$ cat config.mk
export PLATFORM = sky130hd
export DESIGN_NAME = sp2c_cordic_cell
export DESIGN_NICKNAME = d
export VERILOG_FILES = /design/src/rtl/sp2c_pkg.sv /design/src/rtl/sp2c_cordic_cell.sv
export SDC_FILE = /design/constraint.sdc
export NUM_CORES = 1
export LEC_CHECK = 0
export ABC_CLOCK_PERIOD_IN_PS = 4800
export BUFFER_PORTS_ARGS = -buffer_cell sky130_fd_sc_hd__buf_2
export CAP_MARGIN = 20
export CORE_MARGIN = 4
export CORE_UTILIZATION = 52
export DETAILED_ROUTE_END_ITERATION = 12
export HOLD_SLACK_MARGIN = 0.03
export PLACE_DENSITY = 0.79
export SKIP_CTS_REPAIR_TIMING = 1
export SYNTH_ARGS = -nofsm -noshare
export SYNTH_HDL_FRONTEND = slang
export SYNTH_SLANG_ARGS = --single-unit
$ cat constraint.sdc
create_clock -name clk_i -period 4.8 [get_ports clk_i]
set_input_delay 0.48 -clock clk_i [delete_from_list [all_inputs] [get_ports clk_i]]
set_output_delay 0.48 -clock clk_i [all_outputs]
set_load 0.02 [all_outputs]
$ cat src/rtl/sp2c_pkg.sv
`default_nettype none

package sp2c_pkg;

  localparam int ANGLE_BITS_DEF = 16;
  localparam int RANGE_BITS_DEF = 16;

  // fixed field widths
  localparam int FIELD_W   = 16;
  localparam int COORD_W   = 17;
  localparam int CFG_IDX_W = 3;
  localparam int CFG_DATA_W = 16;

  // CORDIC
  localparam int CORDIC_STEPS = 30;
  localparam int FRAC_BITS    = 30;     // Q30
  localparam int Z_W          = 32;     // residual angle, Q30 radians
  localparam int PI_W         = 33;
  localparam logic [PI_W-1:0] PI_Q31 = 33'd6746518852;   // pi * 2^31
  localparam logic [29:0] GAIN_INV_Q30 = 30'd652032874;  // 1/K in Q30
  localparam int COORD_MAX = 65535;

  typedef enum logic [CFG_IDX_W-1:0] {
    REG_RANGE_LOW   = 3'd0,
    REG_RANGE_HIGH  = 3'd1,
    REG_START_ANGLE = 3'd2,
    REG_ANGLE_STEP  = 3'd3,
    REG_INT_PRESENT = 3'd4
  } cfg_reg_e;

  // sideband that rides along the pipe with each sample
  typedef struct packed {
    logic                point_valid;
    logic [1:0]          quad;
    logic [FIELD_W-1:0]  intensity;
    logic                last;
  } tag_t;

  // atan(2^-i) in Q30 radians
  function automatic logic signed [Z_W-1:0] arc_q30(input int i);
    logic signed [Z_W-1:0] v;
    unique case (i)
      0:  v = 32'sd843314856;
      1:  v = 32'sd497837829;
      2:  v = 32'sd263043836;
      3:  v = 32'sd133525158;
      4:  v = 32'sd67021686;
      5:  v = 32'sd33543515;
      6:  v = 32'sd16775850;
      7:  v = 32'sd8388437;
      8:  v = 32'sd4194282;
      9:  v = 32'sd2097149;
      10: v = 32'sd1048575;
      11: v = 32'sd524287;
      12: v = 32'sd262143;
      13: v = 32'sd131071;
      14: v = 32'sd65535;
      15: v = 32'sd32767;
      16: v = 32'sd16383;
      17: v = 32'sd8191;
      18: v = 32'sd4095;
      19: v = 32'sd2047;
      20: v = 32'sd1023;
      21: v = 32'sd511;
      22: v = 32'sd255;
      23: v = 32'sd127;
      24: v = 32'sd63;
      25: v = 32'sd31;
      26: v = 32'sd15;
      27: v = 32'sd8;
      28: v = 32'sd4;
      29: v = 32'sd2;
      default: v = '0;
    endcase
    return v;
  endfunction

endpackage

`default_nettype wire

$ cat src/rtl/sp2c_cordic_cell.sv
`default_nettype none

module sp2c_cordic_cell import sp2c_pkg::*; #(
  parameter int STEP = 0,
  parameter int W    = RANGE_BITS_DEF + 32
) (
  input  wire logic                   clk_i,
  input  wire logic                   rst_ni,
  input  wire logic                   valid_i,
  output logic                        ready_o,
  input  wire logic signed [W-1:0]    x_i,
  input  wire logic signed [W-1:0]    y_i,
  input  wire logic signed [Z_W-1:0]  z_i,
  input  wire tag_t                   tag_i,
  output logic                        valid_o,
  input  wire logic                   ready_i,
  output logic signed [W-1:0]         x_o,
  output logic signed [W-1:0]         y_o,
  output logic signed [Z_W-1:0]       z_o,
  output tag_t                        tag_o
);

  localparam logic signed [Z_W-1:0] ARC = arc_q30(STEP);

  logic                  v_q, adv;
  logic signed [W-1:0]   x_q, y_q, x_d, y_d, dx, dy;
  logic signed [Z_W-1:0] z_q, z_d;
  tag_t                  tag_q;

  assign adv     = !v_q || ready_i;
  assign ready_o = adv;

  // one micro-rotation; direction from the sign of the remaining angle
  always_comb begin
    dx = y_i >>> STEP;
    dy = x_i >>> STEP;
    if (!z_i[Z_W-1]) begin
      x_d = x_i - dx;
      y_d = y_i + dy;
      z_d = z_i - ARC;
    end else begin
      x_d = x_i + dx;
      y_d = y_i - dy;
      z_d = z_i + ARC;
    end
  end

  always_ff @(posedge clk_i or negedge rst_ni) begin
    if (!rst_ni) begin
      v_q <= 1'b0;
    end else if (adv) begin
      v_q <= valid_i;
    end
  end

  always_ff @(posedge clk_i) begin
    if (adv) begin
      x_q   <= x_d;
      y_q   <= y_d;
      z_q   <= z_d;
      tag_q <= tag_i;
    end
  end

  assign valid_o = v_q;
  assign x_o     = x_q;
  assign y_o     = y_q;
  assign z_o     = z_q;
  assign tag_o   = tag_q;

  a_cell_hold: assert property (@(posedge clk_i) disable iff (!rst_ni)
    v_q && !ready_i |=> v_q && $stable(x_q) && $stable(y_q) && $stable(z_q))
    else $error("cordic cell lost data under stall");

endmodule

`default_nettype wire

==> Word level (Yosys, flattened, before mapping) <==
Cells that the tools add are included.
{ "classes": {"n_addsub": 5, "muxes": 3, "reduce_logical": 2} }
{ "op_table": {"columns": ["op", "n"], "rows": [
  ["two-way mux 48 bit", 2],
  ["subtractor 48 bit", 2],
  ["adder 48 bit", 1],
  ["adder 32 x 31 -> 32 bit, second input constant", 1],
  ["two-way mux 32 bit", 1],
  ["subtractor 32 x 31 -> 32 bit, second input constant", 1],
  ["logical NOT 1 bit", 1],
  ["logical OR 1 bit", 1]
]} }
{ "totals": {"regBits": 149, "in_bits": 152, "word_cells": 18} }

==> Logic depth before layout (Yosys ltp) <==
{ "depth": {"ltp_word": 2, "depth_mapped": 13, "depth_no_buf": 12} }

==> Least setup slack after synthesis <==
Ideal clock, no wire load.
{ "synth_timing": {"path_type": "input -> register", "from": "in ready_i", "to": "reg tag_q (netlist bit tag_o[0]), enable pin", "setup_time_ns": 0.541, "arrival_ns": 4.178, "setup_slack_ns": 0.081, "stages": 1, "path_buffers": 0, "cell_sequence": "nand2b_1"} }
{ "synth_via": {"elab_chain_len": 1} }
{ "synth_rtl": {"columns": ["element", "line_no", "source"], "rows": [
  ["start, declared", "sp2c_cordic_cell.sv:16", "input wire logic ready_i,"],
  ["logical OR 1 bit", "sp2c_cordic_cell.sv:30", "assign adv = !v_q || ready_i;"],
  ["end signal, assigned", "sp2c_cordic_cell.sv:61", "tag_q <= tag_i;"],
  ["end, declared", "sp2c_cordic_cell.sv:28", "tag_t tag_q;"]
]} }
Every way passes these cells.
A chain may end at the register's enable or synchronous reset.

==> Worst setup path after layout <==
{ "layout_timing": {"from": "in x_i[12]", "to": "reg x_q[35], in the netlist x_o[35], data pin"} }
{ "layout_via": {"elab_chain_len": 2, "word_cells_on_any_way": 3} }
{ "layout_rtl": {"columns": ["element", "line_no", "source"], "rows": [
  ["start, declared", "sp2c_cordic_cell.sv:11", "input wire logic signed [W-1:0] x_i,"],
  ["subtractor 48 bit or adder 48 bit (tied branches)", "sp2c_cordic_cell.sv:38, sp2c_cordic_cell.sv:42", null],
  ["two-way mux 48 bit *", "sp2c_cordic_cell.sv:37", "if (!z_i[Z_W-1]) begin"],
  ["named net x_d[35]", "sp2c_cordic_cell.sv:26", "logic signed [W-1:0] x_q, y_q, x_d, y_d, dx, dy;"],
  ["end signal, assigned", "sp2c_cordic_cell.sv:58", "x_q <= x_d;"],
  ["end, declared", "sp2c_cordic_cell.sv:26", null]
]} }
The timed path passes the listed nets; every way through them passes the cells marked *.

==> metrics.txt <==
maximum vdd drop 0.000256 V; fraction of layout cells with a size suffix above 1 0.198; Yosys top cell area share 0.299; Reg power frac 0.339; CP endpoint x_o[35]; antenna cells 0; Clock Skew 0.0112 ns; worst setup path start x_i[12]; commonest cells after routing, fill and taps aside 300 x buf_2, 204 x a21oi_1, 183 x ha_1; Reg clk slew, reported paths 0.07 ns; XOR/XNOR share of the synthesized area 0.0682; DR pass1 iterations 6; Hold Slack 0.209 ns; DP Area 16600 sq um; largest area contributor in the netlist edfxtp_1; GRT Util Overall 0.303; reg-to-reg endpoint x_o[35]; Synth Area in Compound Gates 0.265; Post-synth EDFFs 147; Synth Warn # 0; dominant synthesized flop cell edfxtp_1; Adder-Cell Fraction of Synth Area 0.160; gpl congestion 1.02; CTS sink count 148; Final WS setup 1.31 ns; routed vias/inst 6.08; fraction of synthesized area in multiplexers 0.0169; placed insts 2318; Simple-Gate Fraction of Synth Area 0.130; setup slack, reg-to-reg 2.93 ns; clk root buf clkbuf_16; Psw 0.00214 W; area grow syn2layout 16.0%; 1st-iter DRT viols 1655; Syn Nets 2030; Hold Startpoint tag_i[9]; status finished, final reports clean; nets@finish 2299; global-route wire length before repair 74900 um; DRT Wirelength 49000 um; crit start category primary input; Sw Share 0.406; vias in the first global route 13700; I/O Buffers 301; initial antenna violation count 0; routed len/inst 20.8 um; fin area 17100 sq um; Num CTS Buffers 17; initial core utilization 0.529; Worst Hold Class primary input to flip-flop; Cell Rows 61; Final Hold Viols 0; syn_area_per_cell 8.74 sq um; sequential share of the synthesized area 0.300; Crit. End Element flip-flop; clk buf depth 2; FF-to-FF path depth 2; Slew @ Worst Pin 0.902 ns; distinct cell type count of the synthesized netlist 90; CTS tree built; Synth Instances 1691; CP required 4.98 ns; hpwl dp 39000 um; Worst R2R Start valid_o; final period utilization 0.727; CORE AREA 27900 sq um; unrepaired setup endpoints after global routing false; H-tree depth 4; routed vias 14300; setup TNS 0 ns; Slew HR 0.399; Ports 302; PwrDens 307 nW/um^2; clock power share 0.256; worst skew pair latency 0.44 ns; max_cap viols 0; final setup fails 0; crit path DAT 3.66 ns; kind of critical path primary input to flip-flop; die footprint 31200 sq um; Fmax 0.287 GHz; Comb power frac 0.405; fin. max-slew vios 0; dpl ws 0.969 ns; non-filler cells in the finished layout 2351; async set-reset flop share out of synthesis 0.00676; commonest non-fill, non-tap cell in the layout buf_2; Die Span X 177 um; gr ovfl total 0; crit-path max FO 11; combinational family with the most area after synthesis compound AO/OA/AOI/OAI gates; DRC 0; Post-DRT Antenna Nets 0; Lkg Pwr 7.67 nW; Seq cells post-synth 148; Die Ht 177 um; largest net degree at the start of global routing 105; cell types occupying the most area after synthesis edfxtp_1 30%, ha_1 15%, a21oi_1 6.9%, xnor2_1 5.6%, o21ai_0 3.6%; post-route minimum period 3.49 ns; mapped cell area 14800 sq um; internal power 0.00313 W
==> worst min path at each step <==
stage / end / slack, ns / depth (start not counted)
floorplan: valid_o / 0.18 / 0
global placement: valid_o / 0.26 / 1
detailed placement: valid_o / 0.26 / 1
CTS: valid_o / -0.21 / 1
global route: tag_o[9] / 0.19 / 1
finish: tag_o[9] / 0.21 / 1
==> flip-flops by register name, indices dropped and copies added, names as in the netlist <==
name / cells
x_o: 48
y_o: 47
z_o: 32
tag_o: 20
valid_o: 1
==> routing by layer <==
metal / share of wire / up-vias / GRT usage
li1: - / 6700 / -
met1: 0.41 / 6664 / 0.406
met2: 0.45 / 800 / 0.490
met3: 0.094 / 120 / 0.0570
met4: 0.039 / 0 / 0.113
met5: 0 / - / 0
==> logic make-up (layout without fill, tap and decap cells) <==
group,after synthesis,count (layout)
AOI/OAI and AO/OA,598,598
xor gates and xnor gates,115,115
muxes,25,25
buffers and inverters,216,498
adders and majority gates,187,187
DFF,148,148
and+or+nand+nor,402,402
==> through the flow <==
| stage | total power, W | util |
|---|---|---|
| CTS | 0.00526 | 0.613 |
| detailed placement | 0.00390 | 0.593 |
| floorplan | 0.00322 | - |
| global route | 0.00553 | 0.614 |
| finish | 0.00527 | 0.614 |
| global placement | 0.00388 | 0.593 |
==> cell usage after synthesis (18+ instances only) <==
library cell and instances:
clkbuf_1 25, a21oi_1 204, mux2i_1 25, nand2_1 118, edfxtp_1 147, a31oi_1 18
xnor2_1 94, o21a_1 18, a21o_1 50, nor2_1 122, nor2b_1 19, nand3_1 22
a211oi_1 29, inv_1 141, ha_1 183, o211ai_1 18, xor2_1 21, buf_2 24
o21bai_1 32, nor3_1 30, o21ai_0 107
==> power by group through the flow <==
| stage | Combinational [W] | Clock [W] | Sequential [W] |
|---|---|---|---|
| after floorplan | 0.00111 | 0 | 0.00211 |
| after global placement | 0.00207 | 0 | 0.00181 |
| after detailed placement | 0.00209 | 0 | 0.00181 |
| after CTS | 0.00211 | 0.00137 | 0.00179 |
| after global routing | 0.00229 | 0.00143 | 0.00181 |
| final | 0.00213 | 0.00135 | 0.00179 |
==> critical path, cell delays in order <==
cell	delay, ns
buf_2	0.10
inv_1	0.05
ha_1	0.50
inv_1	0.22
a21oi_1	0.40
o31ai_1	0.14
a311oi_1	0.36
o211ai_1	0.25
a221oi_1	0.52
o221ai_1	0.29
a21boi_1	0.24
xnor2_1	0.09
==> cell type report <==
type	instances	area (sq um)
clock buffer	18	429
clock inverter	14	140
fill	2491	10800
inverter	152	571
multi-input combinational	1327	9470
sequential	148	4440
tap	378	473
timing repair buffer	314	1620
Note: power is estimated with default switching activity, not from simulation.
