$ cat src/rtl/sp2c_pkg.sv
`default_nettype none

package sp2c_pkg;

  localparam int ANGLE_BITS_DEF = 16;
  localparam int RANGE_BITS_DEF = 16;

  // fixed field widths
  localparam int FIELD_W   = 16;
  localparam int COORD_W   = 17;
  localparam int CFG_IDX_W = 3;
  localparam int CFG_DATA_W = 16;

  // CORDIC
  localparam int CORDIC_STEPS = 30;
  localparam int FRAC_BITS    = 30;     // Q30
  localparam int Z_W          = 32;     // residual angle, Q30 radians
  localparam int PI_W         = 33;
  localparam logic [PI_W-1:0] PI_Q31 = 33'd6746518852;   // pi * 2^31
  localparam logic [29:0] GAIN_INV_Q30 = 30'd652032874;  // 1/K in Q30
  localparam int COORD_MAX = 65535;

  typedef enum logic [CFG_IDX_W-1:0] {
    REG_RANGE_LOW   = 3'd0,
    REG_RANGE_HIGH  = 3'd1,
    REG_START_ANGLE = 3'd2,
    REG_ANGLE_STEP  = 3'd3,
    REG_INT_PRESENT = 3'd4
  } cfg_reg_e;

  // sideband that rides along the pipe with each sample
  typedef struct packed {
    logic                point_valid;
    logic [1:0]          quad;
    logic [FIELD_W-1:0]  intensity;
    logic                last;
  } tag_t;

  // atan(2^-i) in Q30 radians
  function automatic logic signed [Z_W-1:0] arc_q30(input int i);
    logic signed [Z_W-1:0] v;
    unique case (i)
      0:  v = 32'sd843314856;
      1:  v = 32'sd497837829;
      2:  v = 32'sd263043836;
      3:  v = 32'sd133525158;
      4:  v = 32'sd67021686;
      5:  v = 32'sd33543515;
      6:  v = 32'sd16775850;
      7:  v = 32'sd8388437;
      8:  v = 32'sd4194282;
      9:  v = 32'sd2097149;
      10: v = 32'sd1048575;
      11: v = 32'sd524287;
      12: v = 32'sd262143;
      13: v = 32'sd131071;
      14: v = 32'sd65535;
      15: v = 32'sd32767;
      16: v = 32'sd16383;
      17: v = 32'sd8191;
      18: v = 32'sd4095;
      19: v = 32'sd2047;
      20: v = 32'sd1023;
      21: v = 32'sd511;
      22: v = 32'sd255;
      23: v = 32'sd127;
      24: v = 32'sd63;
      25: v = 32'sd31;
      26: v = 32'sd15;
      27: v = 32'sd8;
      28: v = 32'sd4;
      29: v = 32'sd2;
      default: v = '0;
    endcase
    return v;
  endfunction

endpackage

`default_nettype wire

$ cat src/rtl/sp2c_front.sv
`default_nettype none

module sp2c_front import sp2c_pkg::*; #(
  parameter int ANGLE_BITS = ANGLE_BITS_DEF,
  parameter int RANGE_BITS = RANGE_BITS_DEF,
  localparam int W = RANGE_BITS + 32
) (
  input  wire logic                  clk_i,
  input  wire logic                  rst_ni,
  input  wire logic                  cfg_we_i,
  input  wire logic [CFG_IDX_W-1:0]  cfg_idx_i,
  input  wire logic [CFG_DATA_W-1:0] cfg_data_i,
  input  wire logic                  in_valid_i,
  output logic                       in_ready_o,
  input  wire logic [FIELD_W-1:0]    range_mm_i,
  input  wire logic [FIELD_W-1:0]    intensity_i,
  input  wire logic                  last_i,
  output logic                       valid_o,
  input  wire logic                  ready_i,
  output logic signed [W-1:0]        x_o,
  output logic signed [Z_W-1:0]      z_o,
  output tag_t                       tag_o
);

  localparam int MW = ANGLE_BITS - 2;           // residual magnitude width
  localparam int PW = MW + PI_W + 1;            // product plus rounding carry
  localparam int CW = (RANGE_BITS > FIELD_W) ? RANGE_BITS : FIELD_W;
  localparam logic [CW-1:0] RMAX = CW'((64'd1 << RANGE_BITS) - 64'd1);
  localparam logic [ANGLE_BITS-1:0] EIGHTH = ANGLE_BITS'(64'd1 << (ANGLE_BITS - 3));
  localparam logic [PW-1:0] Z_HALF = PW'(64'd1 << (ANGLE_BITS - 1));
  localparam int XPW = RANGE_BITS + 30;

  function automatic logic [ANGLE_BITS-1:0] sx_angle(input logic [FIELD_W-1:0] v);
    logic [31:0] e;
    e = {{16{v[FIELD_W-1]}}, v};
    return e[ANGLE_BITS-1:0];
  endfunction

  function automatic logic [RANGE_BITS-1:0] sat_range(input logic [FIELD_W-1:0] v);
    logic [CW-1:0] e;
    e = CW'(v);
    if (e > RMAX) e = RMAX;
    return e[RANGE_BITS-1:0];
  endfunction

  // configuration registers
  logic [FIELD_W-1:0] range_lo_q, range_hi_q, start_q, step_q;
  logic               int_present_q;

  always_ff @(posedge clk_i or negedge rst_ni) begin
    if (!rst_ni) begin
      range_lo_q    <= '0;
      range_hi_q    <= '1;
      start_q       <= '0;
      step_q        <= '0;
      int_present_q <= 1'b1;
    end else if (cfg_we_i) begin
      unique case (cfg_reg_e'(cfg_idx_i))
        REG_RANGE_LOW:   range_lo_q    <= cfg_data_i;
        REG_RANGE_HIGH:  range_hi_q    <= cfg_data_i;
        REG_START_ANGLE: start_q       <= cfg_data_i;
        REG_ANGLE_STEP:  step_q        <= cfg_data_i;
        REG_INT_PRESENT: int_present_q <= cfg_data_i[0];
        default: ;
      endcase
    end
  end

  // beam angle tracking
  logic [ANGLE_BITS-1:0] beam_q, beam_d, angle;
  logic                  at_start_q;
  logic                  accept;

  assign angle  = at_start_q ? sx_angle(start_q) : beam_q;
  assign beam_d = angle + sx_angle(step_q);

  always_ff @(posedge clk_i or negedge rst_ni) begin
    if (!rst_ni) begin
      beam_q     <= '0;
      at_start_q <= 1'b1;
    end else if (accept) begin
      beam_q     <= beam_d;
      at_start_q <= last_i;
    end
  end

  // stage 0: range gate, quadrant split
  logic [RANGE_BITS-1:0] r_sat, lo_sat, hi_sat;
  logic                  pt_ok;
  logic [ANGLE_BITS-1:0] a_sum, d, nd;
  logic [1:0]            quad;
  logic                  neg;
  logic [MW-1:0]         mag;

  assign r_sat  = sat_range(range_mm_i);
  assign lo_sat = sat_range(range_lo_q);
  assign hi_sat = sat_range(range_hi_q);
  assign pt_ok  = int_present_q && (lo_sat <= r_sat) && (r_sat <= hi_sat);

  assign a_sum = angle + EIGHTH;
  assign quad  = a_sum[ANGLE_BITS-1 -: 2];
  assign d     = {angle[ANGLE_BITS-1 -: 2] - quad, angle[ANGLE_BITS-3:0]};
  assign neg   = d[ANGLE_BITS-1];
  assign nd    = -d;
  assign mag   = neg ? nd[MW-1:0] : d[MW-1:0];

  logic                  v0_q, v1_q;
  logic                  adv0, adv1;
  logic [RANGE_BITS-1:0] r0_q;
  logic [MW-1:0]         mag0_q;
  logic                  neg0_q;
  tag_t                  tag0_q, tag0_d, tag1_q;

  assign adv1       = !v1_q || ready_i;
  assign adv0       = !v0_q || adv1;
  assign in_ready_o = adv0;
  assign accept     = in_valid_i && adv0;

  always_comb begin
    tag0_d.point_valid = pt_ok;
    tag0_d.quad        = quad;
    tag0_d.intensity   = pt_ok ? intensity_i : '0;
    tag0_d.last        = last_i;
  end

  always_ff @(posedge clk_i or negedge rst_ni) begin
    if (!rst_ni) begin
      v0_q <= 1'b0;
    end else if (adv0) begin
      v0_q <= in_valid_i;
    end
  end

  always_ff @(posedge clk_i) begin
    if (adv0) begin
      r0_q   <= r_sat;
      mag0_q <= mag;
      neg0_q <= neg;
      tag0_q <= tag0_d;
    end
  end

  // stage 1: residual to Q30 radians, scaled range to Q30 mm
  logic [PW-1:0]        zprod;
  logic [30:0]          zmag;
  logic signed [Z_W-1:0] z1_d, z1_q;
  logic [XPW-1:0]       xprod;
  logic signed [W-1:0]  x1_q;

  assign zprod = PW'(mag0_q) * PW'(PI_Q31) + Z_HALF;
  assign zmag  = zprod[ANGLE_BITS+30:ANGLE_BITS];
  assign z1_d  = neg0_q ? -signed'({1'b0, zmag}) : signed'({1'b0, zmag});
  assign xprod = XPW'(r0_q) * XPW'(GAIN_INV_Q30);

  always_ff @(posedge clk_i or negedge rst_ni) begin
    if (!rst_ni) begin
      v1_q <= 1'b0;
    end else if (adv1) begin
      v1_q <= v0_q;
    end
  end

  always_ff @(posedge clk_i) begin
    if (adv1) begin
      z1_q   <= z1_d;
      x1_q   <= signed'(W'(xprod));
      tag1_q <= tag0_q;
    end
  end

  assign valid_o = v1_q;
  assign x_o     = x1_q;
  assign z_o     = z1_q;
  assign tag_o   = tag1_q;

  a_last_restarts: assert property (@(posedge clk_i) disable iff (!rst_ni)
    accept && last_i |=> at_start_q)
    else $error("scan start flag not set after last sample");

  a_angle_adv: assert property (@(posedge clk_i) disable iff (!rst_ni)
    accept |=> beam_q == $past(beam_d))
    else $error("beam angle did not advance by step");

  a_angle_hold: assert property (@(posedge clk_i) disable iff (!rst_ni)
    !accept |=> $stable(beam_q) && $stable(at_start_q))
    else $error("angle state moved without a sample");

endmodule

`default_nettype wire

$ cat config.mk
export PLATFORM = sky130hd
export DESIGN_NAME = sp2c_front
export DESIGN_NICKNAME = d
export VERILOG_FILES = /design/src/rtl/sp2c_pkg.sv /design/src/rtl/sp2c_front.sv
export SDC_FILE = /design/constraint.sdc
export NUM_CORES = 1
export LEC_CHECK = 0
export ABC_CLOCK_PERIOD_IN_PS = 14350
export BUFFER_PORTS_ARGS = -buffer_cell sky130_fd_sc_hd__buf_4
export CAP_MARGIN = 5
export CORE_MARGIN = 1
export CORE_UTILIZATION = 60
export CTS_CLUSTER_DIAMETER = 120
export DETAILED_ROUTE_END_ITERATION = 16
export PLACE_DENSITY_LB_ADDON = 0.2
export SLEW_MARGIN = 20
export SYNTH_ARGS = -nofsm -noshare
export SYNTH_HDL_FRONTEND = slang
export SYNTH_SLANG_ARGS = --single-unit
$ cat constraint.sdc
create_clock -name clk_i -period 14.35 [get_ports clk_i]
set_input_delay 2.87 -clock clk_i [delete_from_list [all_inputs] [get_ports clk_i]]
set_output_delay 2.87 -clock clk_i [all_outputs]
set_load 0.02 [all_outputs]
# After elaboration in Yosys (flattened, before gate mapping)
# Index checks and enable logic that the tools add are counted.
# Widths: inputs -> output; s select.
[word_totals]
output_inout_bits = 102
regBits = 232
inputBits = 57
wordCells = 59
[op_classes]
eq_ne = 4
order_cmp = 5
mul = 2
n_addsub = 6
n_mux = 6
n_reduce_logical = 13
[ops]
columns = ["operator", "count"]
rows = [
  ["$mux 16", 4],
  ["$gt 16x16->1 const B", 3],
  ["$add 47x16->47 const B", 1],
  ["$mul 14x31->45 const B", 1],
  ["$mul 16x29->45 const B", 1],
  ["$le 16x16->1", 2],
  ["$neg 31->32", 1],
  ["$mux 31", 1],
  ["$add 16x14->16 const B", 1],
  ["$add 16x16->16", 1],
  ["$mux 14", 1],
  ["$neg 14->14", 1],
  ["$reduce_and 2->1", 5],
  ["$eq 3x2->1 const B", 2],
  ["$eq 3x1->1 const B", 1],
  ["$eq 3x3->1 const B", 1],
  ["$logic_and 1x1->1", 3],
  ["$logic_not 3->1", 1],
  ["$logic_not 1->1", 2],
  ["$logic_or 1x1->1", 2],
  ["$sub 2x2->2", 1],
]

# Logic depth before layout (Yosys ltp)
[logic_depth]
ltp_word = 5
depth_mapped = 29

# Least setup slack after synthesis
# OpenSTA, ideal clock, no wires.
[synth_timing]
kind = "register -> register"
start = "register mag0_q[3]"
end = "register z1_q[31] (netlist: z_o[31]) (data pin)"
period_less_slack_ns = 7.703
path_buffers = 1
slack_ns = 6.647
path_stages_with_launch = 26
arrival_ns = 7.449
setup_ns = 0.254
t_required_ns = 14.096
cell_sequence = "edfxtp_1 fa_1 fa_1 inv_1 fa_1 inv_1 fa_1 fa_1 inv_1 fa_1 inv_1 ha_1 buf_2 a21oi_2 o21ai_1 a22oi_4 nand4_1 and3_1 or4b_4 nor4_2 mux2i_1 nand2_1 a211oi_4 nand3_2 or4_1 o21a_1"
[synth_between]
elab_chain_cells = 3
[synth_rtl]
columns = ["element", "line_no", "rtl"]
rows = [
  ["start, declared", "sp2c_front.sv:110", "logic [MW-1:0] mag0_q;"],
  ["start signal, assigned", "sp2c_front.sv:137", "mag0_q <= mag;"],
  ["$mul 14x31->45", "sp2c_front.sv:150", "assign zprod = PW'(mag0_q) * PW'(PI_Q31) + Z_HALF;"],
  ["$add 47x16->47", "sp2c_front.sv:150", ""],
  ["$neg 31->32", "sp2c_front.sv:152", "assign z1_d = neg0_q ? -signed'({1'b0, zmag}) : signed'({1'b0, zmag});"],
  ["end signal, assigned", "sp2c_front.sv:165", "z1_q <= z1_d;"],
  ["end, declared", "sp2c_front.sv:146", "logic signed [Z_W-1:0] z1_d, z1_q;"],
]
# Every way passes these cells.
# A chain may end at the register's enable or synchronous reset.

# Worst setup path after layout
# Same ends and word-level chain as after synthesis.

==> impl_metrics.py <==
metrics = {
    "cts": {
        "cts_tree": "built",
        "cts_resized": 0,
        "cts_buffers": 25,
        "post-cts-setup-buffers": 0,
        "clk_pin_slew_ps": 60,
        "clkLatencyLatePin_ps": 560,
        "htreeDepth": 1,
        "clockBufferDepth": 3,
        "cts_hold_buf": 0,
        "cts_root_buffer": "clkbuf_16",
        "clkSinkCount": 232,
    },
    "logic_synthesis": {
        "yosysMostFrequentCell": "inv_1",
        "yosysTopAreaCell": "fa_1",
        "syn_avg_cell_area_um2": 10.6,
        "yosys_warnings": 0,
        "synth_flop_cell": "edfxtp_1",
        "yosys-top-cells-area": "fa_1 (22%), ha_1 (17%), edfxtp_1 (17%)",
        "async_flop_share_pct": 36.2,
        "synth_area_mm2": 0.0268,
        "seq_area_frac_synth_pct": 24.5,
        "ys_ff_latch": 232,
        "synthTopCellsByCount": "inv_1 (455), ha_1 (366), fa_1 (301)",
        "synth_cell_types": 107,
        "yosys.area.top_type_share_pct": 22.5,
        "syn_inst": 2530,
        "synth-edff-count": 148,
    },
    "floorplanning": {
        "initial_utilization_pct": 60.8,
        "io_pins": 159,
        "core_area_mm2": 0.0441,
        "placementRows": 77,
        "chipHeight_um": 213,
        "die_w_um": 213,
        "die-area_mm2": 0.0455,
    },
    "worst_hold_path": {
        "min_path_cells": 0,
        "hold_class": "reg2reg",
        "min_from": "tag0_q[2]",
        "hold_end": "tag_o[2]",
    },
    "sta": {
        "setup_tns_ps": 0,
        "slew_headroom_pct": 31.4,
        "max_freq_mhz": 119,
        "rsz0062_at_grt": "no",
        "skew_ps": 24.7,
        "min_period_ps": 8420,
        "hold_violations": 0,
        "slew_violations": 0,
        "finalSetupViolCount": 0,
        "worst_pin_slew_ps": 1020,
        "finalCritPeriodShare_pct": 58.7,
    },
    "global_route": {
        "grt_first_pass_wirelength_um": 101000,
        "grt.overflow.total": 0,
        "grt_max_degree": 85,
        "grt_pass1_vias": 18637,
        "grtUsageTotal_pct": 28.8,
        "grt_antenna_before_repair": 4,
    },
    "finish": {
        "syn2layout_area_growth_pct": 9.78,
        "fin_util_pct": 66.7,
        "drive_gt1_share_pct": 13.6,
        "nets": 3397,
    },
    "critical_path": {
        "start_kind": "flop",
        "worstPathArrival_ps": 8740,
        "reg2reg_depth": 24,
        "timing.rr.end": "z_o[31]",
        "r2r_slack_ps": 5930,
        "timing.rr.start": "mag0_q[3]",
        "crit_path_max_fanout": 10,
        "setup.worst_path.end_class": "flop",
        "cp.required_ps": 14670,
        "path_class": "reg2reg",
    },
    "run": {
        "maxCapViolations": 0,
    },
    "routing": {
        "viasPerCell": 5.69,
        "vias": 18687,
        "wl_per_cell_um": 19.6,
        "drt_wl_total_um": 64500,
        "final_antenna_net_count": 0,
        "dr.pass1.iters": 6,
        "drtIter0Drc": 1263,
        "post-route-drc-count": 0,
    },
    "placement": {
        "portBuffers": 155,
        "dpl.hpwl_um": 54400,
        "gp_congestion": 0.950,
    },
    "outcome": {
        "status": "finished, final reports clean",
    },
}
## sequential cells by signal, indices dropped and copies added, names as in the netlist, 14 cells and up
signal,flops
x_o,45
z_o,32
tag0_q,20
tag_o,20
beam_q,16
r0_q,16
range_hi_q,16
range_lo_q,16
start_q,16
step_q,16
mag0_q,14
## area by class of cell
class	instances	area [um2]
tap	592	741
inverter	456	1710
antenna	3	7.51
multi-input combinational	1799	18300
clock buffer	29	661
clock inverter	17	235
fill	3481	14700
sequential	232	6570
timing repair buffer	159	1200
## metrics by stage
stage          setup slack [ps]  cells  instance area [um2]  hold slack [ps]
5_1_grt                    5370   3287                29400              416
2_1_floorplan              6650   2532                26800              400
3_3_place_gp               6080   3238                28500              401
4_1_cts                    5890   3284                29400              415
6_report                   5930   3287                29400              415
3_5_place_dp               5890   3238                28500              405
## layout by cell type (no fill, tap or decap), types with 25 or more instances in the layout
master	instances
a21o_1	39
a21oi_1	79
buf_4	158
clkbuf_16	25
dfrtp_1	66
edfxtp_1	148
fa_1	301
ha_1	366
inv_1	455
mux2_2	64
nand2_1	140
nand2b_1	27
nand3_1	38
nand4_1	29
nor2_1	99
nor3_1	28
o21ai_0	91
xnor2_1	103
xor2_1	42
## cell families (layout without fill, tap and decap cells)
group                      Yosys count  after routing  share of synthesized area [%]
adders and majority gates          667            667                           39.6
and+or+nand+nor                    510            510                           10.3
buffers and inverters              501            661                           7.27
xor gates and xnor gates           147            147                           4.86
other                                1              6                         0.0140
AOI/OAI and AO/OA                  391            391                           10.1
DFF                                232            232                           24.5
muxes                               81             81                           3.36
## critical path, cell delays in order, from the launching register on
cell and delay (ps):
edfxtp_1 570, fa_1 600, fa_1 550, inv_1 70
fa_1 530, inv_1 50, fa_1 470, fa_1 550
inv_1 50, fa_1 490, inv_1 40, ha_1 480
nand2_1 180, a21o_1 200, a21oi_1 370, o21a_1 250
nand3_4 150, or4_4 580, nor4_2 410, mux2i_1 310
nand2_1 120, a211oi_4 280, nand3_2 160, or4_1 540
o21a_1 190
## layer usage
metal / vias up / track usage [%] / routed length [um]
met5: - / 0 / 0
met4: 0 / 6.90 / 1480
met3: 82 / 4.12 / 3460
met2: 511 / 44.8 / 29100
met1: 9252 / 42.8 / 30400
li1: 8842 / - / -
## worst max-delay path by stage
stage                     slack [ps]  endpoint       from
after detailed placement        5890   z_o[31]  mag0_q[3]
final                           5930   z_o[31]  mag0_q[3]
after global routing            5370   z_o[30]  mag0_q[3]
after floorplan                 6650   z_o[31]  mag0_q[3]
after global placement          6080   z_o[31]  mag0_q[3]
after CTS                       5890   z_o[31]  mag0_q[3]
Power is not shown: default switching activity piles up to over one toggle a cycle in this logic, so the estimate is an artifact.
