===== src/rtl/sp2c_pkg.sv =====
`default_nettype none

package sp2c_pkg;

  localparam int ANGLE_BITS_DEF = 16;
  localparam int RANGE_BITS_DEF = 16;

  // fixed field widths
  localparam int FIELD_W   = 16;
  localparam int COORD_W   = 17;
  localparam int CFG_IDX_W = 3;
  localparam int CFG_DATA_W = 16;

  // CORDIC
  localparam int CORDIC_STEPS = 30;
  localparam int FRAC_BITS    = 30;     // Q30
  localparam int Z_W          = 32;     // residual angle, Q30 radians
  localparam int PI_W         = 33;
  localparam logic [PI_W-1:0] PI_Q31 = 33'd6746518852;   // pi * 2^31
  localparam logic [29:0] GAIN_INV_Q30 = 30'd652032874;  // 1/K in Q30
  localparam int COORD_MAX = 65535;

  typedef enum logic [CFG_IDX_W-1:0] {
    REG_RANGE_LOW   = 3'd0,
    REG_RANGE_HIGH  = 3'd1,
    REG_START_ANGLE = 3'd2,
    REG_ANGLE_STEP  = 3'd3,
    REG_INT_PRESENT = 3'd4
  } cfg_reg_e;

  // sideband that rides along the pipe with each sample
  typedef struct packed {
    logic                point_valid;
    logic [1:0]          quad;
    logic [FIELD_W-1:0]  intensity;
    logic                last;
  } tag_t;

  // atan(2^-i) in Q30 radians
  function automatic logic signed [Z_W-1:0] arc_q30(input int i);
    logic signed [Z_W-1:0] v;
    unique case (i)
      0:  v = 32'sd843314856;
      1:  v = 32'sd497837829;
      2:  v = 32'sd263043836;
      3:  v = 32'sd133525158;
      4:  v = 32'sd67021686;
      5:  v = 32'sd33543515;
      6:  v = 32'sd16775850;
      7:  v = 32'sd8388437;
      8:  v = 32'sd4194282;
      9:  v = 32'sd2097149;
      10: v = 32'sd1048575;
      11: v = 32'sd524287;
      12: v = 32'sd262143;
      13: v = 32'sd131071;
      14: v = 32'sd65535;
      15: v = 32'sd32767;
      16: v = 32'sd16383;
      17: v = 32'sd8191;
      18: v = 32'sd4095;
      19: v = 32'sd2047;
      20: v = 32'sd1023;
      21: v = 32'sd511;
      22: v = 32'sd255;
      23: v = 32'sd127;
      24: v = 32'sd63;
      25: v = 32'sd31;
      26: v = 32'sd15;
      27: v = 32'sd8;
      28: v = 32'sd4;
      29: v = 32'sd2;
      default: v = '0;
    endcase
    return v;
  endfunction

endpackage

`default_nettype wire


===== src/rtl/sp2c_out_if.sv =====
`default_nettype none

interface sp2c_out_if;
  logic               valid;
  logic               ready;
  logic               point_valid;
  logic signed [16:0] x_mm;
  logic signed [16:0] y_mm;
  logic [15:0]        intensity_out;
  logic               end_of_scan;

  modport source (output valid, output point_valid, output x_mm, output y_mm,
                  output intensity_out, output end_of_scan, input ready);
  modport sink   (input valid, input point_valid, input x_mm, input y_mm,
                  input intensity_out, input end_of_scan, output ready);
endinterface

`default_nettype wire


===== src/rtl/sp2c_back.sv =====
`default_nettype none

module sp2c_back import sp2c_pkg::*; #(
  parameter int W = RANGE_BITS_DEF + 32
) (
  input  wire logic                clk_i,
  input  wire logic                rst_ni,
  input  wire logic                valid_i,
  output logic                     ready_o,
  input  wire logic signed [W-1:0] x_i,
  input  wire logic signed [W-1:0] y_i,
  input  wire tag_t                tag_i,
  sp2c_out_if.source               pnt_o
);

  localparam logic signed [W-1:0] HALF = W'(64'd1 << (FRAC_BITS - 1));
  localparam logic signed [W-1:0] CMAX = W'(COORD_MAX);

  // round half up to whole mm, clamp to +-COORD_MAX
  function automatic logic signed [COORD_W-1:0] to_mm(input logic signed [W-1:0] v);
    logic signed [W-1:0] t;
    t = (v + HALF) >>> FRAC_BITS;
    if (t > CMAX) t = CMAX;
    if (t < -CMAX) t = -CMAX;
    return t[COORD_W-1:0];
  endfunction

  logic signed [COORD_W-1:0] c, s, px, py;
  logic                      v_q, adv;
  logic                      pv_q, last_q;
  logic signed [COORD_W-1:0] x_q, y_q;
  logic [FIELD_W-1:0]        int_q;

  assign c = to_mm(x_i);
  assign s = to_mm(y_i);

  // undo the quarter-turn split
  always_comb begin
    unique case (tag_i.quad)
      2'd0: begin px = c;  py = s;  end
      2'd1: begin px = -s; py = c;  end
      2'd2: begin px = -c; py = -s; end
      2'd3: begin px = s;  py = -c; end
      default: begin px = '0; py = '0; end
    endcase
  end

  assign adv     = !v_q || pnt_o.ready;
  assign ready_o = adv;

  always_ff @(posedge clk_i or negedge rst_ni) begin
    if (!rst_ni) begin
      v_q <= 1'b0;
    end else if (adv) begin
      v_q <= valid_i;
    end
  end

  always_ff @(posedge clk_i) begin
    if (adv) begin
      pv_q   <= tag_i.point_valid;
      x_q    <= tag_i.point_valid ? px : '0;
      y_q    <= tag_i.point_valid ? py : '0;
      int_q  <= tag_i.intensity;
      last_q <= tag_i.last;
    end
  end

  assign pnt_o.valid         = v_q;
  assign pnt_o.point_valid   = pv_q;
  assign pnt_o.x_mm          = x_q;
  assign pnt_o.y_mm          = y_q;
  assign pnt_o.intensity_out = int_q;
  assign pnt_o.end_of_scan   = last_q;

  a_invalid_zero: assert property (@(posedge clk_i) disable iff (!rst_ni)
    v_q && !pv_q |-> x_q == '0 && y_q == '0 && int_q == '0)
    else $error("dropped point carries nonzero payload");

  a_coord_range: assert property (@(posedge clk_i) disable iff (!rst_ni)
    v_q |-> x_q != COORD_W'(-COORD_MAX - 1) && y_q != COORD_W'(-COORD_MAX - 1))
    else $error("coordinate outside clamp range");

endmodule

`default_nettype wire


===== src/flat_wrapper.sv =====
// flat-port wrapper written by rule: the top's interface ports become plain ports
module sp2c_back_flat import sp2c_pkg::*;
#(
  parameter int W = RANGE_BITS_DEF + 32
)
  (clk_i, rst_ni, valid_i, ready_o, x_i, y_i, tag_i, pnt_o_valid, pnt_o_point_valid, pnt_o_x_mm, pnt_o_y_mm, pnt_o_intensity_out, pnt_o_end_of_scan, pnt_o_ready);
  sp2c_out_if pnt_o_i ();
  input  wire logic clk_i;
  input  wire logic rst_ni;
  input  wire logic valid_i;
  output logic ready_o;
  input  wire logic signed [W-1:0] x_i;
  input  wire logic signed [W-1:0] y_i;
  input  wire tag_t tag_i;
  output wire logic [$bits(pnt_o_i.valid)-1:0] pnt_o_valid;
  output wire logic [$bits(pnt_o_i.point_valid)-1:0] pnt_o_point_valid;
  output wire logic [$bits(pnt_o_i.x_mm)-1:0] pnt_o_x_mm;
  output wire logic [$bits(pnt_o_i.y_mm)-1:0] pnt_o_y_mm;
  output wire logic [$bits(pnt_o_i.intensity_out)-1:0] pnt_o_intensity_out;
  output wire logic [$bits(pnt_o_i.end_of_scan)-1:0] pnt_o_end_of_scan;
  input wire logic [$bits(pnt_o_i.ready)-1:0] pnt_o_ready;
  assign pnt_o_valid = pnt_o_i.valid;
  assign pnt_o_point_valid = pnt_o_i.point_valid;
  assign pnt_o_x_mm = pnt_o_i.x_mm;
  assign pnt_o_y_mm = pnt_o_i.y_mm;
  assign pnt_o_intensity_out = pnt_o_i.intensity_out;
  assign pnt_o_end_of_scan = pnt_o_i.end_of_scan;
  assign pnt_o_i.ready = pnt_o_ready;
  sp2c_back #(.W(W)) u_core (.clk_i(clk_i), .rst_ni(rst_ni), .valid_i(valid_i), .ready_o(ready_o), .x_i(x_i), .y_i(y_i), .tag_i(tag_i), .pnt_o(pnt_o_i));
endmodule

===== config.mk =====
export PLATFORM = sky130hd
export DESIGN_NAME = sp2c_back_flat
export DESIGN_NICKNAME = d
export VERILOG_FILES = /design/src/rtl/sp2c_pkg.sv /design/src/rtl/sp2c_out_if.sv /design/src/rtl/sp2c_back.sv /design/src/flat_wrapper.sv
export SDC_FILE = /design/constraint.sdc
export NUM_CORES = 1
export LEC_CHECK = 0
export BUFFER_PORTS_ARGS = -buffer_cell sky130_fd_sc_hd__buf_4
export CORE_MARGIN = 10
export CORE_UTILIZATION = 30
export CTS_CLUSTER_DIAMETER = 30
export DETAILED_ROUTE_END_ITERATION = 8
export PLACE_DENSITY_LB_ADDON = 0.3
export REMOVE_ABC_BUFFERS = 1
export SYNTH_ARGS = -nofsm -noshare
export SYNTH_HDL_FRONTEND = slang
export SYNTH_SLANG_ARGS = --single-unit

===== constraint.sdc =====
create_clock -name clk_i -period 2.43 [get_ports clk_i]
set_input_delay 0.486 -clock clk_i [delete_from_list [all_inputs] [get_ports clk_i]]
set_output_delay 0.486 -clock clk_i [all_outputs]
set_load 0.03 [all_outputs]

Word-level counts from Yosys, hierarchy flattened. Cells that the tools add are included. Widths: inputs -> output; s select.

Register bits after elaboration: 53. Input bits: 120. Output and inout bits: 54. Logic and storage cells: 26.

$add $sub $neg: 4. $lt $le $gt $ge: 4. Equality and inequality tests: 3. Muxes and demuxes: 6. Reductions and logical operators: 3.

Operator list (number): $pmux 17 s4 (2); $add 48x31->48 const B (2); $lt 48x17->1 const B (2); $mux 48 (2); $gt 18x17->1 const B (2); $mux 17 (2); $neg 17->17 (2); $eq 2x2->1 const B (2); $eq 2x1->1 const B (1); $logic_not 2->1 (1); $logic_not 1->1 (1); $logic_or 1x1->1 (1).

Depth between registers and ports, before layout. Gate-level depths: netlist of run 1.

Depth after elaboration: 7. Gate-level depth with buffers: 19. Gate-level depth less buffers: 15.

Worst setup path after synthesis of run 1. No wires, ideal clock.

Kind: input to register. Start: in x_i[32]. End: reg u_core.x_q[12], in the netlist u_core.pnt_o.x_mm[12], data pin. Setup time: 0.276 ns. Arrival: 3.970 ns. Data required time: 2.154 ns. Slack: -1.816 ns. Cell stages on the path: 17. Path buffers: 4. Path through: buf_2 nand4_1 nor4_1 mux2_2 o21ai_1 nand4_1 a21oi_1 buf_2 nor3_1 ha_1 clkbuf_1 nor3b_1 a32o_1 buf_2 a211o_1 a311oi_1 a211oi_1.

Word-level cells in the longest chain between the ends: 7.

RTL lines: start: declaration (line flat_wrapper.sv:12) `input wire logic signed [W-1:0] x_i;`; $add 48x31->48 (*) (line sp2c_back.sv:22) `t = (v + HALF) >>> FRAC_BITS;`; $gt 18x17->1 (line sp2c_back.sv:23) `if (t > CMAX) t = CMAX;`; $mux 48 (*) (line sp2c_back.sv:23); $lt 48x17->1 (line sp2c_back.sv:24) `if (t < -CMAX) t = -CMAX;`; $mux 17 (*) (line sp2c_back.sv:24); $neg 17->17 (line sp2c_back.sv:42) `2'd2: begin px = -c; py = -s; end`; $pmux 17 s4 (*) (line sp2c_back.sv:39) `unique case (tag_i.quad)`; end signal: assignment (line sp2c_back.sv:62) `x_q <= tag_i.point_valid ? px : '0;`; end: declaration (line sp2c_back.sv:31) `logic signed [COORD_W-1:0] x_q, y_q;`.

Mark *: on every way between the ends. The rest lies on a longest branch, timed or not. A chain may end at the register's enable or synchronous reset.

Worst setup path in the final report of run 1.
Start: in y_i[41]. End: reg u_core.y_q[16], in the netlist u_core.pnt_o.y_mm[16], data pin.

Word-level cells in the longest chain between the ends: 7.

RTL lines: start: declaration (line flat_wrapper.sv:13) `input wire logic signed [W-1:0] y_i;`; $add 48x31->48 (*) (line sp2c_back.sv:22); $gt 18x17->1 (line sp2c_back.sv:23); $mux 48 (*) (line sp2c_back.sv:23); $lt 48x17->1 (line sp2c_back.sv:24); $mux 17 (*) (line sp2c_back.sv:24); $neg 17->17 (line sp2c_back.sv:42); $pmux 17 s4 (*) (line sp2c_back.sv:39); end signal: assignment (line sp2c_back.sv:63) `y_q <= tag_i.point_valid ? py : '0;`; end: declaration (line sp2c_back.sv:31).

Marked as above.

==> results of run 1 <==
## how the worst min path moves through the flow
stage / endpoint / slack [ns] / start
6_report: u_core.pnt_o.intensity_out[15]$_DFFE_PP_ / 0.36 / tag_i[16]
5_1_grt: u_core.pnt_o.intensity_out[5]$_DFFE_PP_ / 0.34 / tag_i[6]
4_1_cts: u_core.pnt_o.intensity_out[15]$_DFFE_PP_ / 0.35 / tag_i[16]
3_5_place_dp: u_core.pnt_o.valid$_DFFE_PN0P_ / 0.26 / rst_ni
3_3_place_gp: u_core.pnt_o.valid$_DFFE_PN0P_ / 0.26 / rst_ni
2_1_floorplan: u_core.pnt_o.valid$_DFFE_PN0P_ / 0.19 / rst_ni
## logic make-up (layout without fill, tap and decap cells)
| group | after synthesis | in the layout | share of synthesized area (%) |
|---|---|---|---|
| adders and majority gates | 9 | 9 | 1.88 |
| buffers and inverters | 62 | 383 | 4.97 |
| muxes | 14 | 14 | 2.95 |
| AOI/OAI and AO/OA | 213 | 214 | 27.9 |
| xor gates and xnor gates | 48 | 48 | 7.88 |
| DFF | 53 | 53 | 29.7 |
| and+or+nand+nor | 258 | 258 | 24.7 |
## sequential cells by signal, indices dropped and copies added (netlist names)
register / flops
u_core.pnt_o.x_mm: 17
u_core.pnt_o.y_mm: 17
u_core.pnt_o.intensity_out: 16
u_core.pnt_o.end_of_scan: 1
u_core.pnt_o.point_valid: 1
u_core.pnt_o.valid: 1
## power by group
group	internal (mW)	switching, mW
Sequential	1.11	0.0296
Combinational	0.697	0.843
Clock	0.391	0.359
## area by class of cell
class	instances	share of cell area, %
multi-input cells	543	46.9
well taps	225	3.01
clock inverters	3	0.268
clock buffers	5	1.34
flip-flops and latches	53	17.0
inverters	11	0.442
repair buffers	364	31.1
## Yosys cell counts (all sizes together), types with 4 or more instances
master	instances	share of area, %
xnor2	32	5.3
or4	6	0.91
edfxtp	52	29
ha	4	0.94
and4	4	0.66
a31oi	10	1.2
maj3	5	0.94
o21ai	43	4.0
a21o	12	1.7
a221oi	5	0.82
buf	21	2.1
nor3	26	2.4
o211ai	7	0.98
or2	12	1.4
and2	5	0.59
inv	10	0.70
a311oi	6	0.98
o21a	5	0.70
nand3	30	2.8
nor4	10	1.4
nand2	62	4.4
a21oi	40	3.9
and3	10	1.2
o311a	5	0.94
mux2i	9	1.7
nor2	53	3.7
or3	9	1.1
clkbuf	30	2.1
o22ai	6	0.70
o31ai	5	0.70
nand4	14	1.8
xor2	16	2.6
mux2	4	0.84
nand2b	8	0.94
o31a	5	0.82
a211oi	22	3.4
## through the flow
step                      setup slack [ns]  util [%]  power [mW]
after CTS                           -0.953      50.4        3.32
after global routing                 -1.15      53.8        3.59
after global placement               -1.53      45.6        2.46
after floorplan                      -1.93         -        1.78
after detailed placement             -1.61      45.6        2.47
final                                -1.03      53.8        3.43
## timing repair
item,CTS,global route
gates resized for setup,108,119
hold buffers,1,0
endpoints found under the setup margin,34,34
pin swaps,49,61
gates cloned,1,0
endpoints found under the hold margin,1,0
buffers inserted,24,12
## placed cells by master, fill, tap and decap left out, drive strengths merged, types with 14 or more instances in the layout
| cell type | netlist | final |
|---|---|---|
| nor2 | 53 | 53 |
| buf | 21 | 363 |
| a211oi | 22 | 22 |
| a21oi | 40 | 40 |
| xor2 | 16 | 16 |
| nand3 | 30 | 30 |
| o21ai | 43 | 43 |
| nor3 | 26 | 26 |
| nand4 | 14 | 14 |
| nand2 | 62 | 62 |
| xnor2 | 32 | 32 |
| edfxtp | 52 | 52 |
## metal layers
metal / track usage (%) / vias to the layer above / share of wire (%)
met3: 3.56 / 13 / 7.3
met2: 26.7 / 258 / 47
met5: 0 / - / 0
met1: 23.2 / 3138 / 45
li1: - / 3179 / -
met4: 2.56 / 0 / 0.78
==> results.py, run 1 <==
metrics = {
    "outcome": {
        "outcome": "finished, violations left",
        "violations": "negative setup slack",
    },
    "sta": {
        "fin_crit_sh_pct": 143,
        "clock_skew_ns": 0.00659,
        "rsz0062_at_grt": "yes",
        "relSlewSlack_pct": 57.6,
        "max_freq_mhz": 289,
        "setup_slack_ns": -1.03,
        "fin_setup_tns_ns": -24.12,
        "setup_viol": 34,
        "report.final.hold_viol_count": 0,
        "period_needed_ns": 3.46,
        "finalMaxSlewViolations": 0,
        "worst_hold_slack_ns": 0.356,
        "tightest_slew_ns": 0.629,
    },
    "setup_path": {
        "crit_path_end_kind": "flip-flop",
        "crit_arrival_ns": 3.52,
        "cp.required_ns": 2.48,
        "path_class": "in2reg",
        "crit_chain": "buf_6 > nand4_1 > or4_4 > buf_6 > nor3b_4 > o22ai_2 > nor4_2 > nand2b_4 > buf_6 > nor3_4 > ha_4 > nand3_4 > a211oi_4 > and3b_2 > xnor2_2 > o31a_1",
        "cp.depth": 16,
        "crit_top_cell": "buf_6",
        "cp_slowest_cell": "or4_4",
        "start_kind": "input port",
        "critPathCapture": "u_core.pnt_o.y_mm[16]$_SDFFCE_PN0P_",
        "r2r-start": "u_core.pnt_o.valid$_DFFE_PN0P_",
        "setup.worst_path.start": "y_i[41]",
        "cp_top_family": "simple AND/OR/NAND/NOR gates",
        "cp_max_fo": 4,
        "r2r_slack_ns": 1.04,
        "r2r_cells": 2,
        "r2r_end": "u_core.pnt_o.x_mm[9]$_SDFFCE_PN0P_",
        "worst_path_largest_cell_delay_ns": 0.62,
        "critPathBufInv": 3,
    },
    "floorplan": {
        "fp.dieH_um": 153,
        "fp.coreArea_sq_um": 17400,
        "die-area_sq_um": 23500,
        "die_width_um": 153,
        "ioPinCount": 174,
        "initial_core_util_pct": 30.7,
        "fp-row-count": 48,
    },
    "global_route": {
        "grt_pass1_wl_um": 33400,
        "grt-ovfl-total": 0,
        "grt_use_total_pct": 16.8,
        "antenna_found_initial": 0,
        "grt_max_degree": 43,
        "first_global_vias": 6291,
    },
    "hold_path": {
        "hold_depth": 1,
        "hold_path_class": "in2reg",
    },
    "layout": {
        "drive_gt1_share_pct": 53.2,
        "area_delta_synth_final_pct": 75.0,
        "n_fill_cell": 1503,
        "multi_input_area_sq_um": 4380,
        "antenna_cells": 0,
        "stdcell_count": 1204,
        "regArea_sq_um": 1590,
        "fin_area_sq_um": 9340,
        "fin_nets": 1102,
    },
    "yosys": {
        "synth_ff_type": "edfxtp_1",
        "netlist_area_sq_um": 5340,
        "syn_area_per_cell_sq_um": 8.12,
        "synth-edff-count": 52,
        "syn_inst": 657,
        "seq_area_frac_synth_pct": 29.7,
        "synthArstFlopShare_pct": 1.89,
        "ys_warn_count": 0,
        "synth.distinct_cells": 86,
        "synth.ff_latch_count": 53,
    },
    "drt": {
        "vias": 6588,
        "routed_wl_um": 21600,
        "drt_first_pass_iters": 5,
        "drt_iter0_markers": 583,
        "drc": 0,
        "vias_per_cell": 5.47,
        "ant_nets": 0,
        "wl_per_cell_um": 17.9,
    },
    "clock_network": {
        "clock-sinks": 53,
        "insertion_delay_ns": 0.30,
        "ctsHtreeMaxLevel": 2,
        "cts_buffers": 5,
        "clk_path_buf_depth": 2,
        "cts_tree": "built",
        "root_buffer": "clkbuf_16",
        "clk_pin_slew_ns": 0.08,
    },
    "power_and_ir_drop": {
        "vdd_drop_max_v": 0.000319,
        "powerDensity_nw_per_um2": 367,
        "cellLeakagePower_nw": 3.84,
    },
    "placed_design": {
        "hpwlAfterDp_um": 16200,
        "gp_congestion": 0.969,
        "place.port_buffers": 115,
        "placed_cell_area_sq_um": 7910,
        "dp_cells": 1166,
    },
    "run": {
        "maxCapViolCount": 0,
    },
}
Power figures use the tool's default switching activity.
==> inputs of run 2 (changes only) <==
--- a/config.mk
+++ b/config.mk
@@ -5,7 +5,8 @@
 export SDC_FILE = /design/constraint.sdc
 export NUM_CORES = 1
 export LEC_CHECK = 0
-export BUFFER_PORTS_ARGS = -buffer_cell sky130_fd_sc_hd__buf_4
+export BUFFER_PORTS_ARGS = -buffer_cell sky130_fd_sc_hd__buf_2
+export CORE_ASPECT_RATIO = 0.6
 export CORE_MARGIN = 10
 export CORE_UTILIZATION = 30
 export CTS_CLUSTER_DIAMETER = 30
==> run 2 against run 1 <==
The run still ends with negative setup slack left. Hold slack improved by 0.0042 ns. Wire length increased by 7.5%. Core utilization decreased by 1.3 points. Power increased by 2.1%. Highest routed layer unchanged.
==> results.py, run 2 (same netlist as run 1, synthesis figures left out) <==
metrics = {
    "global_route": {
        "grt_use_total_pct": 18.2,
        "first_global_vias": 6304,
        "grt-ovfl-total": 0,
        "grt_pass1_wl_um": 34800,
        "grt_max_degree": 56,
        "antenna_found_initial": 0,
    },
    "floorplan": {
        "die-area_sq_um": 23700,
        "fp.dieH_um": 123,
        "die_width_um": 192,
        "fp.coreArea_sq_um": 17300,
        "initial_core_util_pct": 30.8,
        "fp-row-count": 37,
        "ioPinCount": 174,
    },
    "power_and_ir_drop": {
        "switching_share_pct": 36.0,
        "cellLeakagePower_nw": 3.76,
        "p_int_mw": 2.24,
        "seqPwrFrac_pct": 32.5,
        "comb_power_share_pct": 43.2,
        "p_switching_mw": 1.26,
        "pwr-share-clk_pct": 24.3,
        "vdd_drop_max_v": 0.000283,
        "powerDensity_nw_per_um2": 385,
    },
    "clock_network": {
        "clk_pin_slew_ns": 0.08,
        "root_buffer": "clkbuf_16",
        "ctsHtreeMaxLevel": 2,
        "clock-sinks": 53,
        "cts_tree": "built",
        "clk_path_buf_depth": 2,
        "cts_buffers": 5,
        "insertion_delay_ns": 0.31,
    },
    "drt": {
        "drc": 0,
        "vias_per_cell": 5.51,
        "wl_per_cell_um": 19.0,
        "drt_iter0_markers": 602,
        "vias": 6746,
        "drt_first_pass_iters": 5,
        "ant_nets": 0,
        "routed_wl_um": 23200,
    },
    "sta": {
        "max_freq_mhz": 289,
        "report.final.hold_viol_count": 0,
        "fin_setup_tns_ns": -26.53,
        "clock_skew_ns": 0.0129,
        "tightest_slew_ns": 0.728,
        "worst_hold_slack_ns": 0.360,
        "period_needed_ns": 3.46,
        "setup_viol": 34,
        "fin_crit_sh_pct": 142,
        "relSlewSlack_pct": 51.0,
        "rsz0062_at_grt": "yes",
        "setup_slack_ns": -1.03,
        "finalMaxSlewViolations": 0,
    },
    "layout": {
        "fin_nets": 1113,
        "final_util_pct": 52.5,
        "area_delta_synth_final_pct": 70.5,
        "antenna_cells": 0,
        "layout_commonest_cell": "buf_4",
        "drive_gt1_share_pct": 52.5,
        "stdcell_count": 1224,
        "final_cell_mix": "246 x buf_4, 96 x buf_2, 56 x nand2_1",
    },
    "placed_design": {
        "place.port_buffers": 115,
        "dp_cells": 1184,
        "hpwlAfterDp_um": 17600,
        "gp_congestion": 0.931,
        "pre_cts_ws_ns": -1.87,
    },
    "outcome": {
        "violations": "negative setup slack",
        "outcome": "finished, violations left",
    },
    "setup_path": {
        "cp.required_ns": 2.48,
        "path_class": "in2reg",
        "start_kind": "input port",
        "cp_max_fo": 6,
        "crit_path_end_kind": "flip-flop",
        "crit_arrival_ns": 3.51,
    },
    "hold_path": {
        "hold_path_class": "in2reg",
    },
    "run": {
        "maxCapViolCount": 0,
    },
}
-- run 2: cell count changes in the layout (fill, tap and decap cells not counted), moves of 3 or more --
cell,change
nor2_2,+3
buf_6,-4
a211oi_1,+4
mux2_2,+3
a211oi_2,-5
mux2_4,-3
buf_2,+96
buf_4,-80
nor2_1,-3
-- run 2: metal layers --
layer | track usage, % | part of all wire [%] | vias up
li1 | - | - | 3185
met4 | 1.54 | 0.50 | 0
met3 | 4.89 | 12 | 10
met1 | 28.5 | 48 | 3203
met2 | 24.7 | 39 | 348
met5 | 0 | 0 | -
-- run 2: repair_timing --
item,in CTS,in global routing
pin swaps,56,43
hold buffers,1,0
hold endpoints to repair,1,0
endpoints found under the setup margin,34,34
gates resized for setup,141,68
setup buffers,28,14
cloned,0,0
-- run 2: power by group through the flow --
stage	clock network, mW	logic, mW	registers (mW)
3_3_place_gp	0	1.26	1.16
2_1_floorplan	0	0.448	1.33
3_5_place_dp	0	1.27	1.16
4_1_cts	0.860	1.42	1.14
5_1_grt	0.896	1.61	1.15
6_report	0.849	1.51	1.14
-- run 2: worst paths after layout --
kind | from | cells after the start | slack (ns) | endpoint
worst max-delay path | x_i[33] | 19 | -1.03 | u_core.pnt_o.x_mm[16]$_SDFFCE_PN0P_
worst min-delay path | tag_i[3] | 1 | 0.36 | u_core.pnt_o.intensity_out[2]$_DFFE_PP_
worst max register to register | u_core.pnt_o.valid$_DFFE_PN0P_ | 2 | 1.11 | u_core.pnt_o.intensity_out[1]$_DFFE_PP_
min in group asynchronous | rst_ni | 2 | 0.48 | u_core.pnt_o.valid$_DFFE_PN0P_
worst min register to register | u_core.pnt_o.valid$_DFFE_PN0P_ | 2 | 0.98 | u_core.pnt_o.x_mm[16]$_SDFFCE_PN0P_
max in group asynchronous | rst_ni | 2 | 1.86 | u_core.pnt_o.valid$_DFFE_PN0P_
-- run 2: area by class of cell --
cell class                 instances  area, sq um
clock buffer                       6          129
clock inverter                     2         38.8
fill                            1612         8220
inverter                          11         41.3
multi-input combinational        542         4260
sequential                        53         1590
tap                              234          293
timing repair buffer             376         2740
-- run 2: metrics by stage --
step                instance area, sq um  power (mW)
floorplan                           5110        1.78
global placement                    7730        2.42
detailed placement                  7730        2.43
CTS                                 8740        3.42
global route                        9090        3.65
finish                              9090        3.50
-- run 2: worst max-delay path, cell delays in order --
cell	delay (ns)
buf_6	0.09
nand4_1	0.09
buf_6	0.14
nor4_4	0.04
buf_4	0.14
or3_4	0.37
a211oi_2	0.23
buf_4	0.14
nand4_1	0.14
a21oi_2	0.21
nor3_2	0.07
ha_2	0.19
nor3b_4	0.15
a32o_2	0.31
buf_6	0.14
a21boi_2	0.14
o22ai_2	0.17
a21oi_2	0.08
o311a_1	0.16
